===== src/rtl/ordered_segment_table_core_macros.svh =====
// Assertion macros shared by the ordered segment table RTL.
`ifndef ORDERED_SEGMENT_TABLE_CORE_MACROS_SVH
`define ORDERED_SEGMENT_TABLE_CORE_MACROS_SVH

// Condition must hold at every clock edge outside reset.
`define OST_ASSERT_HOLDS(name, cond, msg) \
  name: assert property (@(posedge clk_i) disable iff (!rst_ni) (cond)) else $error(msg);

// Same-cycle implication.
`define OST_ASSERT_IMP(name, ante, cons, msg) \
  name: assert property (@(posedge clk_i) disable iff (!rst_ni) (ante) |-> (cons)) \
    else $error(msg);

// Next-cycle implication.
`define OST_ASSERT_NXT(name, ante, cons, msg) \
  name: assert property (@(posedge clk_i) disable iff (!rst_ni) (ante) |=> (cons)) \
    else $error(msg);

`endif


===== src/rtl/ost_pkg.sv =====
// Types, constants and helpers of the ordered segment table.
package ost_pkg;

  localparam int TABLE_DEPTH = 16;
  localparam int IDX_W       = $clog2(TABLE_DEPTH);
  localparam int CNT_W       = $clog2(TABLE_DEPTH + 1);
  localparam int SUM_W       = CNT_W + 1;
  localparam int SEQ_W       = 32;
  localparam int LEN_W       = 16;
  localparam int HDL_W       = 16;
  localparam int COUNT_OUT_W = 5;

  typedef enum logic [1:0] {
    CMD_INSERT   = 2'd0,
    CMD_POP      = 2'd1,
    CMD_FIND     = 2'd2,
    CMD_CONTAINS = 2'd3
  } cmd_e;

  typedef enum logic [1:0] {
    ST_OK     = 2'd0,
    ST_REJECT = 2'd1,
    ST_FULL   = 2'd2,
    ST_EMPTY  = 2'd3
  } status_e;

  // One stored segment
  typedef struct packed {
    logic [SEQ_W-1:0] seq_start;
    logic [SEQ_W-1:0] seq_end;
    logic [LEN_W-1:0] length;
    logic [HDL_W-1:0] handle;
  } entry_t;

  // Table memory port request
  typedef struct packed {
    logic             we;
    logic [IDX_W-1:0] waddr;
    entry_t           wdata;
    logic             re;
    logic [IDX_W-1:0] raddr;
  } mem_req_t;

  // One result beat
  typedef struct packed {
    status_e                status;
    logic                   found;
    entry_t                 entry;
    logic [COUNT_OUT_W-1:0] count;
  } result_t;

  // Controller status seen by the top level
  typedef struct packed {
    logic             idle;
    logic [CNT_W-1:0] count;
  } ctrl_stat_t;

  // Logical slot (offset from head) to physical address in the ring
  function automatic logic [IDX_W-1:0] phys_addr(input logic [IDX_W-1:0] head,
                                                 input logic [CNT_W-1:0] lidx);
    logic [SUM_W-1:0] sum;
    sum = SUM_W'(head) + SUM_W'(lidx);
    if (sum >= SUM_W'(TABLE_DEPTH)) begin
      sum = sum - SUM_W'(TABLE_DEPTH);
    end
    return sum[IDX_W-1:0];
  endfunction

endpackage


===== src/rtl/ost_mem.sv =====
// Segment storage: one write port, one registered read port.
module ost_mem (
  input  logic              clk_i,
  input  ost_pkg::mem_req_t req_i,
  output ost_pkg::entry_t   rdata_o
);
  import ost_pkg::*;

  entry_t mem_q [TABLE_DEPTH];
  entry_t rdata_q;

  // Write and read; read data is valid in the next cycle
  always_ff @(posedge clk_i) begin
    if (req_i.we) begin
      mem_q[req_i.waddr] <= req_i.wdata;
    end
    if (req_i.re) begin
      rdata_q <= mem_q[req_i.raddr];
    end
  end

  assign rdata_o = rdata_q;

endmodule


===== src/rtl/ost_ctrl.sv =====
// Command sequencer: walks, shifts and updates the ring-ordered table.
module ost_ctrl (
  input  logic                clk_i,
  input  logic                rst_ni,
  input  logic                cmd_valid_i,
  input  ost_pkg::cmd_e       cmd_i,
  input  ost_pkg::entry_t     item_i,
  output logic                res_valid_o,
  input  logic                res_ready_i,
  output ost_pkg::result_t    res_o,
  output ost_pkg::mem_req_t   mem_req_o,
  input  ost_pkg::entry_t     mem_rdata_i,
  output ost_pkg::ctrl_stat_t stat_o
);
  import ost_pkg::*;

  localparam logic [3:0] S_IDLE  = 4'd0;
  localparam logic [3:0] S_RDH   = 4'd1;
  localparam logic [3:0] S_CHKH  = 4'd2;
  localparam logic [3:0] S_CHKT  = 4'd3;
  localparam logic [3:0] S_WALK  = 4'd4;
  localparam logic [3:0] S_SHIFT = 4'd5;
  localparam logic [3:0] S_WNEW  = 4'd6;
  localparam logic [3:0] S_POP   = 4'd7;
  localparam logic [3:0] S_SCAN  = 4'd8;
  localparam logic [3:0] S_DONE  = 4'd9;

  logic [3:0]       state_q, state_d;
  logic [IDX_W-1:0] head_q, head_d;
  logic [CNT_W-1:0] cnt_q, cnt_d;
  logic [CNT_W-1:0] idx_q, idx_d;
  logic [CNT_W-1:0] pos_q, pos_d;
  logic [CNT_W-1:0] wr_idx_q, wr_idx_d;
  logic             wr_pend_q, wr_pend_d;
  logic             rd_more_q, rd_more_d;
  cmd_e             cmd_q, cmd_d;
  entry_t           item_q, item_d;
  entry_t           prev_q, prev_d;
  result_t          res_q, res_d;

  entry_t           rd;
  logic [CNT_W-1:0] last_idx;
  logic             at_last;

  function automatic result_t mk_res(input status_e st, input logic hit, input entry_t ent);
    result_t r;
    r.status = st;
    r.found  = hit;
    r.entry  = hit ? ent : '0;
    r.count  = '0;
    return r;
  endfunction

  assign rd       = mem_rdata_i;
  assign last_idx = cnt_q - CNT_W'(1);
  assign at_last  = (idx_q == last_idx);

  // Next-state logic
  always_comb begin
    state_d   = state_q;
    head_d    = head_q;
    cnt_d     = cnt_q;
    idx_d     = idx_q;
    pos_d     = pos_q;
    wr_idx_d  = wr_idx_q;
    wr_pend_d = wr_pend_q;
    rd_more_d = rd_more_q;
    cmd_d     = cmd_q;
    item_d    = item_q;
    prev_d    = prev_q;
    res_d     = res_q;
    mem_req_o = '0;

    unique case (state_q)
      S_IDLE: begin
        if (cmd_valid_i) begin
          cmd_d  = cmd_i;
          item_d = item_i;
          if (cmd_i == CMD_INSERT) begin
            if (cnt_q == CNT_W'(TABLE_DEPTH)) begin
              res_d   = mk_res(ST_FULL, 1'b0, '0);
              state_d = S_DONE;
            end else if (cnt_q == '0) begin
              pos_d   = '0;
              state_d = S_WNEW;
            end else begin
              state_d = S_RDH;
            end
          end else if (cnt_q == '0) begin
            res_d   = mk_res(ST_EMPTY, 1'b0, '0);
            state_d = S_DONE;
          end else begin
            state_d = S_RDH;
          end
        end
      end

      // Fetch the head entry
      S_RDH: begin
        mem_req_o.re    = 1'b1;
        mem_req_o.raddr = phys_addr(head_q, '0);
        idx_d           = '0;
        unique case (cmd_q)
          CMD_INSERT:             state_d = S_CHKH;
          CMD_POP:                state_d = S_POP;
          CMD_FIND, CMD_CONTAINS: state_d = S_SCAN;
          default:                state_d = S_SCAN;
        endcase
      end

      // Insert before head, reject an overlap, or go check the tail
      S_CHKH: begin
        if (item_q.seq_start < rd.seq_start) begin
          if (rd.seq_start < item_q.seq_end) begin
            res_d   = mk_res(ST_REJECT, 1'b0, '0);
            state_d = S_DONE;
          end else begin
            head_d  = (head_q == '0) ? IDX_W'(TABLE_DEPTH - 1) : head_q - IDX_W'(1);
            pos_d   = '0;
            state_d = S_WNEW;
          end
        end else begin
          mem_req_o.re    = 1'b1;
          mem_req_o.raddr = phys_addr(head_q, last_idx);
          state_d         = S_CHKT;
        end
      end

      // Append after tail, reject an overlap, or walk from the head
      S_CHKT: begin
        if (rd.seq_start < item_q.seq_start) begin
          if (item_q.seq_start < rd.seq_end) begin
            res_d   = mk_res(ST_REJECT, 1'b0, '0);
            state_d = S_DONE;
          end else begin
            pos_d   = cnt_q;
            state_d = S_WNEW;
          end
        end else begin
          mem_req_o.re    = 1'b1;
          mem_req_o.raddr = phys_addr(head_q, '0);
          idx_d           = '0;
          state_d         = S_WALK;
        end
      end

      // rd is entry idx, prev_q is entry idx-1
      S_WALK: begin
        if (idx_q != '0 &&
            (item_q.seq_start == prev_q.seq_start || item_q.seq_start < prev_q.seq_end)) begin
          res_d   = mk_res(ST_REJECT, 1'b0, '0);
          state_d = S_DONE;
        end else if (idx_q != '0 && item_q.seq_start < rd.seq_start) begin
          if (rd.seq_start < item_q.seq_end) begin
            res_d   = mk_res(ST_REJECT, 1'b0, '0);
            state_d = S_DONE;
          end else begin
            pos_d     = idx_q;
            idx_d     = last_idx;
            rd_more_d = 1'b1;
            wr_pend_d = 1'b0;
            state_d   = S_SHIFT;
          end
        end else begin
          prev_d = rd;
          if (at_last) begin
            res_d   = mk_res(ST_REJECT, 1'b0, '0);
            state_d = S_DONE;
          end else begin
            mem_req_o.re    = 1'b1;
            mem_req_o.raddr = phys_addr(head_q, idx_q + CNT_W'(1));
            idx_d           = idx_q + CNT_W'(1);
          end
        end
      end

      // Move entries pos..n-1 up one slot, read k while writing k+2
      S_SHIFT: begin
        if (wr_pend_q) begin
          mem_req_o.we    = 1'b1;
          mem_req_o.waddr = phys_addr(head_q, wr_idx_q);
          mem_req_o.wdata = rd;
        end
        if (rd_more_q) begin
          mem_req_o.re    = 1'b1;
          mem_req_o.raddr = phys_addr(head_q, idx_q);
          wr_pend_d       = 1'b1;
          wr_idx_d        = idx_q + CNT_W'(1);
          idx_d           = idx_q - CNT_W'(1);
          rd_more_d       = (idx_q != pos_q);
        end else begin
          wr_pend_d = 1'b0;
          state_d   = S_WNEW;
        end
      end

      // Store the new segment
      S_WNEW: begin
        mem_req_o.we    = 1'b1;
        mem_req_o.waddr = phys_addr(head_q, pos_q);
        mem_req_o.wdata = item_q;
        cnt_d           = cnt_q + CNT_W'(1);
        res_d           = mk_res(ST_OK, 1'b0, '0);
        state_d         = S_DONE;
      end

      // Pop: advance head
      S_POP: begin
        res_d   = mk_res(ST_OK, 1'b1, rd);
        head_d  = (head_q == IDX_W'(TABLE_DEPTH - 1)) ? '0 : head_q + IDX_W'(1);
        cnt_d   = cnt_q - CNT_W'(1);
        state_d = S_DONE;
      end

      // Find next after key, or contains end key
      S_SCAN: begin
        if (cmd_q == CMD_FIND) begin
          if (rd.seq_start > item_q.seq_start) begin
            res_d   = mk_res(ST_OK, 1'b1, rd);
            state_d = S_DONE;
          end else if (at_last) begin
            res_d   = mk_res(ST_OK, 1'b0, '0);
            state_d = S_DONE;
          end else begin
            mem_req_o.re    = 1'b1;
            mem_req_o.raddr = phys_addr(head_q, idx_q + CNT_W'(1));
            idx_d           = idx_q + CNT_W'(1);
          end
        end else begin
          if (rd.seq_end < item_q.seq_end) begin
            if (at_last) begin
              res_d   = mk_res(ST_OK, 1'b0, '0);
              state_d = S_DONE;
            end else begin
              mem_req_o.re    = 1'b1;
              mem_req_o.raddr = phys_addr(head_q, idx_q + CNT_W'(1));
              idx_d           = idx_q + CNT_W'(1);
            end
          end else begin
            res_d   = mk_res(ST_OK, rd.seq_end == item_q.seq_end, rd);
            state_d = S_DONE;
          end
        end
      end

      S_DONE: begin
        if (res_ready_i) begin
          state_d = S_IDLE;
        end
      end

      default: state_d = S_IDLE;
    endcase
  end

  // Control state
  always_ff @(posedge clk_i or negedge rst_ni) begin
    if (!rst_ni) begin
      state_q   <= S_IDLE;
      head_q    <= '0;
      cnt_q     <= '0;
      idx_q     <= '0;
      pos_q     <= '0;
      wr_idx_q  <= '0;
      wr_pend_q <= 1'b0;
      rd_more_q <= 1'b0;
    end else begin
      state_q   <= state_d;
      head_q    <= head_d;
      cnt_q     <= cnt_d;
      idx_q     <= idx_d;
      pos_q     <= pos_d;
      wr_idx_q  <= wr_idx_d;
      wr_pend_q <= wr_pend_d;
      rd_more_q <= rd_more_d;
    end
  end

  // Payload registers
  always_ff @(posedge clk_i) begin
    cmd_q  <= cmd_d;
    item_q <= item_d;
    prev_q <= prev_d;
    res_q  <= res_d;
  end

  // Result with the post-command count
  always_comb begin
    res_o       = res_q;
    res_o.count = COUNT_OUT_W'(cnt_q);
  end

  assign res_valid_o  = (state_q == S_DONE);
  assign stat_o.idle  = (state_q == S_IDLE);
  assign stat_o.count = cnt_q;

endmodule


===== src/rtl/ordered_segment_table_core.sv =====
// Ordered segment table: sorted segment store for out-of-order reassembly.
//
// Slave stream carries one command per beat: tuser selects insert, pop head,
// find first start above key, or contains end key; tdata carries start, end,
// length and buffer handle. Master stream returns exactly one result beat per
// command: tuser holds status and found, tdata the entry and the count.
// Entries sit in a 16-deep ring memory with registered reads.
// One command is processed at a time; s_axis_tready is high while idle.
// An insert runs head and tail checks, a walk of one entry per cycle to the
// slot, then a one-slot shift per cycle from the tail back to it, then the
// write; pop reads the head entry, and find and contains scan from the head.
// Full or empty rejections are answered straight from idle. The walk and the
// shift go through the single memory read port. With the receiver ready, the
// sequencer returns to idle after each result, then takes the next command.
// A result register decouples the output: a new command is accepted while a
// result waits; the sequencer holds its next result until the register frees.
// Reset empties the table at once; no clearing pass is needed.
module ordered_segment_table_core (
  input  logic         clk_i,
  input  logic         rst_ni,
  input  logic         s_axis_tvalid,
  output logic         s_axis_tready,
  // [31:0] seq_start, [63:32] seq_end, [79:64] length, [95:80] buffer_handle
  input  logic [95:0]  s_axis_tdata,
  // [1:0] command
  input  logic [1:0]   s_axis_tuser,
  output logic         m_axis_tvalid,
  input  logic         m_axis_tready,
  // [31:0] entry_start, [63:32] entry_end, [79:64] entry_length,
  // [95:80] entry_handle, [100:96] entry_count, [103:101] zero
  output logic [103:0] m_axis_tdata,
  // [1:0] status, [2] found
  output logic [2:0]   m_axis_tuser
);
  import ost_pkg::*;

  `include "ordered_segment_table_core_macros.svh"

  entry_t     item;
  result_t    res;
  logic       res_valid;
  logic       res_ready;
  mem_req_t   mem_req;
  entry_t     mem_rdata;
  ctrl_stat_t ctrl_stat;
  logic       m_valid_q;
  result_t    m_res_q;
  logic       out_full;
  logic       out_full_cnt;
  logic       out_hit;

  // Unpack the command beat
  assign item.seq_start = s_axis_tdata[31:0];
  assign item.seq_end   = s_axis_tdata[63:32];
  assign item.length    = s_axis_tdata[79:64];
  assign item.handle    = s_axis_tdata[95:80];

  assign s_axis_tready = ctrl_stat.idle;

  ost_ctrl u_ctrl (
    .clk_i       (clk_i),
    .rst_ni      (rst_ni),
    .cmd_valid_i (s_axis_tvalid),
    .cmd_i       (cmd_e'(s_axis_tuser)),
    .item_i      (item),
    .res_valid_o (res_valid),
    .res_ready_i (res_ready),
    .res_o       (res),
    .mem_req_o   (mem_req),
    .mem_rdata_i (mem_rdata),
    .stat_o      (ctrl_stat)
  );

  ost_mem u_mem (
    .clk_i   (clk_i),
    .req_i   (mem_req),
    .rdata_o (mem_rdata)
  );

  // Output register
  assign res_ready = !m_valid_q || m_axis_tready;

  always_ff @(posedge clk_i or negedge rst_ni) begin
    if (!rst_ni) begin
      m_valid_q <= 1'b0;
    end else if (res_ready) begin
      m_valid_q <= res_valid;
    end
  end

  always_ff @(posedge clk_i) begin
    if (res_ready && res_valid) begin
      m_res_q <= res;
    end
  end

  assign m_axis_tvalid = m_valid_q;
  assign m_axis_tuser  = {m_res_q.found, m_res_q.status};
  assign m_axis_tdata  = {3'b000, m_res_q.count, m_res_q.entry.handle,
                          m_res_q.entry.length, m_res_q.entry.seq_end,
                          m_res_q.entry.seq_start};

  // Checks
  assign out_full     = m_valid_q && (m_res_q.status == ST_FULL);
  assign out_full_cnt = (m_res_q.count == COUNT_OUT_W'(TABLE_DEPTH));
  assign out_hit      = m_valid_q && m_res_q.found;

  `OST_ASSERT_HOLDS(a_count_bound, ctrl_stat.count <= CNT_W'(TABLE_DEPTH), "count over depth")
  `OST_ASSERT_IMP(a_full_count, out_full, out_full_cnt, "full status with table not full")
  `OST_ASSERT_IMP(a_found_ok, out_hit, m_res_q.status == ST_OK, "hit with non-ok status")
  `OST_ASSERT_NXT(a_busy_after_accept, s_axis_tvalid && s_axis_tready, !s_axis_tready, "ready stayed high after accept")

endmodule

===== config.mk =====
export PLATFORM = sky130hd
export DESIGN_NAME = ordered_segment_table_core
export DESIGN_NICKNAME = d
export VERILOG_FILES = /design/src/rtl/ost_pkg.sv /design/src/rtl/ost_mem.sv /design/src/rtl/ost_ctrl.sv /design/src/rtl/ordered_segment_table_core.sv
export VERILOG_INCLUDE_DIRS = /design/src /design/src/rtl
export SDC_FILE = /design/constraint.sdc
export NUM_CORES = 2
export LEC_CHECK = 0
export BUFFER_PORTS_ARGS = -buffer_cell sky130_fd_sc_hd__buf_2
export CAP_MARGIN = 20
export CORE_AREA = 2 2 483 485
export DETAILED_ROUTE_END_ITERATION = 6
export DIE_AREA = 0 0 485 487
export GPL_TIMING_DRIVEN = 0
export PLACE_DENSITY = 0.52
export SLEW_MARGIN = 25
export SYNTH_ARGS = -nofsm -noshare
export SYNTH_HDL_FRONTEND = slang
export SYNTH_HIERARCHICAL = 1
export SYNTH_SLANG_ARGS = --single-unit

===== constraint.sdc =====
create_clock -name clk_i -period 12.6 [get_ports clk_i]
set_clock_uncertainty 0.2 [all_clocks]
set_input_delay 1.89 -clock clk_i [delete_from_list [all_inputs] [get_ports clk_i]]
set_output_delay 1.89 -clock clk_i [all_outputs]
set_load 0.02 [all_outputs]

==> flow_metrics.tcl <==
set metrics [dict create \
    status "complete, no violations" \
    max_clock_freq_ghz 0.141 \
    dpl.hpwl_um 167000 \
    io_pins 211 \
    ctsHoldBuffers 0 \
    slowest_delay_ns 0.89 \
    firstDrtPassIters 6 \
    final-hold-violation-count 0 \
    syn_inst 4007 \
    worstSetupEndpointType "register" \
    synth.cell_area_um2 80500 \
    grt_usage_pct 20.5 \
    crit_path_end "u_mem/rdata_o[83]" \
    fin_cells 7840 \
    core_um2 231000 \
    slew_viol_final 0 \
    clockBufferDepth 3 \
    viasPerCell 5.56 \
    numCtsBuffers 212 \
    crit_top_cell "o21ai_0" \
    clock_sinks 2027 \
    max_slew.worst_pin.slew_ns 1.16 \
    finalCriticalPeriod_ns 7.10 \
    syn2layout_area_growth_pct 19.1 \
    drt.antenna.violating_nets 0 \
    fin_crit_sh_pct 56.4 \
    drt_iter0_markers 4945 \
    power_density_nw_per_um2 228 \
    cp_data_required_time_ns 13.09 \
    insertion_delay_ns 0.89 \
    multi_input_comb_area_um2 18400 \
    wl_um 245000 \
    r2r_end "u_mem/rdata_o[83]" \
    wl_per_cell_um 31.3 \
    vias 43600 \
    cp_max_fo 10 \
    r2r_start "u_ctrl/item_q[83]" \
    cts_post_setup_buffers_inserted 0 \
    die-area_um2 236000 \
    dp_cells 7449 \
    worstHoldPathType "register to register" \
    yosys_warnings 6 \
    grt_first_pass_wirelength_um 340000 \
    seqCellArea_um2 60700 \
    slew_headroom_pct 22.7 \
    path_buf_inv 3 \
    clkTransAtPathRegs_ns 0.06 \
    nFillCells 20300 \
    die_w_um 485 \
    drive_above_1_share_pct 25.3 \
    io_buffers 207 \
    antenna_found_initial 8 \
    path_cells "ha_1, a21oi_1, o21ai_0, a221o_1, or3_1, o22ai_1, a211oi_4, o21ai_0, o21ai_0, nor2b_1, buf_2, clkbuf_2, clkbuf_1, a22oi_1, nand2_1" \
    cap_violations 0 \
    root_buffer "clkbuf_16" \
    reg2reg_depth 15 \
    start_kind "register" \
    grt_pass1_vias 42800 \
    crit_cells 15 \
    rrSetupSlack_ns 5.50 \
    place_area_um2 88900 \
    grt_max_degree 43 \
    finalSetupViolCount 0 \
    fin_area_um2 95800 \
    slowest_stage "o22ai_1" \
    leakagePower_nw 35.0 \
    gp_congestion 0.890 \
    num-nets-final 4907 \
    ir_drop_mv 0.160 \
    row_count 177 \
    cts_tree "built" \
    crit_family "compound AO/OA/AOI/OAI gates" \
    htreeDepth 4 \
    power_w 0.0218 \
    path_class "register to register" \
    start_util_pct 34.8 \
    die-height_um 487 \
    cts-resized-gates 0 \
    startpoint "u_ctrl/item_q[83]" \
    overflow 0 \
    syn_area_per_cell_um2 20.1 \
    crit_arrival_ns 7.59 \
    rsz0062_at_grt "false" \
    drc_errors 0 \
]
-- registers in the layout, summed over array words and instances, names as in the netlist, 2 cells and up --
name and count:
u_mem/rdata_o 96, u_ctrl/res_o 99, u_ctrl/cmd_q 2, m_axis_tdata 101
u_ctrl/idx_q 5, u_ctrl/pos_q 5, u_ctrl/wr_idx_q 4, u_ctrl/state_q 4
u_mem/mem_q 1536, u_ctrl/cnt_q 5, u_ctrl/item_q 96, u_ctrl/prev_q 64
u_ctrl/head_q 4, m_axis_tuser 3
-- per-layer routing --
metal	track usage, %	routed length [um]	part of all wire, %	vias up
li1	-	-	-	17900
met1	28.9	106000	43	23500
met2	32.4	115000	47	1930
met3	4.08	18300	7.5	301
met4	5.36	6120	2.5	0
met5	0	0	0	-
-- power by group --
group / internal, W / switching (W) / total, W
clock network: 0.00353 / 0.00273 / 0.00626
logic: 0.00230 / 0.00413 / 0.00644
registers: 0.00828 / 0.000855 / 0.00914
total: 0.0141 / 0.00772 / 0.0218
-- layout by cell type (no fill, tap or decap), types with 12 or more instances in the layout --
cell,count
nand3_1,32
o21ai_0,37
ha_1,180
buf_6,47
dfrtp_1,30
clkbuf_2,14
nor3_1,14
buf_1,32
nand2b_1,16
a22oi_1,195
a22o_1,203
clkbuf_1,118
edfxtp_1,1997
buf_16,72
mux4_2,384
clkinv_2,38
xnor2_1,15
clkinv_1,46
inv_1,142
nand2_1,158
nor4_1,12
nor2_4,12
a21o_1,17
nor2_1,45
buf_2,228
nand4_1,30
a21oi_1,90
clkbuf_16,212
buf_4,81
bufinv_16,20
xor2_1,52
buf_12,31
-- cell type report --
cell class / instances / area share (%)
flip-flops and latches: 2027 / 63.4
multi-input cells: 1648 / 19.2
clock buffers: 252 / 5.69
repair buffers: 397 / 4.62
well taps: 3043 / 3.97
clock inverters: 137 / 1.54
plain buffers: 192 / 1.08
inverters: 142 / 0.556
diodes: 2 / 0.00522
-- how the worst min path moves through the flow --
stage	start	to	slack, ns	depth (start not counted)
2_1_floorplan	u_ctrl/cnt_q[2]	m_axis_tdata[98]	0.22	0
6_report	u_ctrl/cnt_q[2]	m_axis_tdata[98]	0.24	0
5_1_grt	u_ctrl/cnt_q[2]	m_axis_tdata[98]	0.25	0
4_1_cts	u_ctrl/cnt_q[2]	m_axis_tdata[98]	0.25	0
3_5_place_dp	u_ctrl/cnt_q[2]	m_axis_tdata[98]	0.23	0
3_3_place_gp	u_ctrl/cnt_q[2]	m_axis_tdata[98]	0.24	0
-- metrics by stage --
step	setup TNS [ns]	hold WS, ns	utilization [%]	setup WS, ns
after detailed placement	0	0.231	38.4	5.65
after CTS	0	0.246	41.4	5.65
final	0	0.241	41.4	5.50
after floorplan	0	0.223	-	2.19
after global placement	-8634.77	0.238	36.9	-10.23
after global routing	0	0.250	41.4	5.34
No activity file was read; power rests on OpenSTA's default activity.
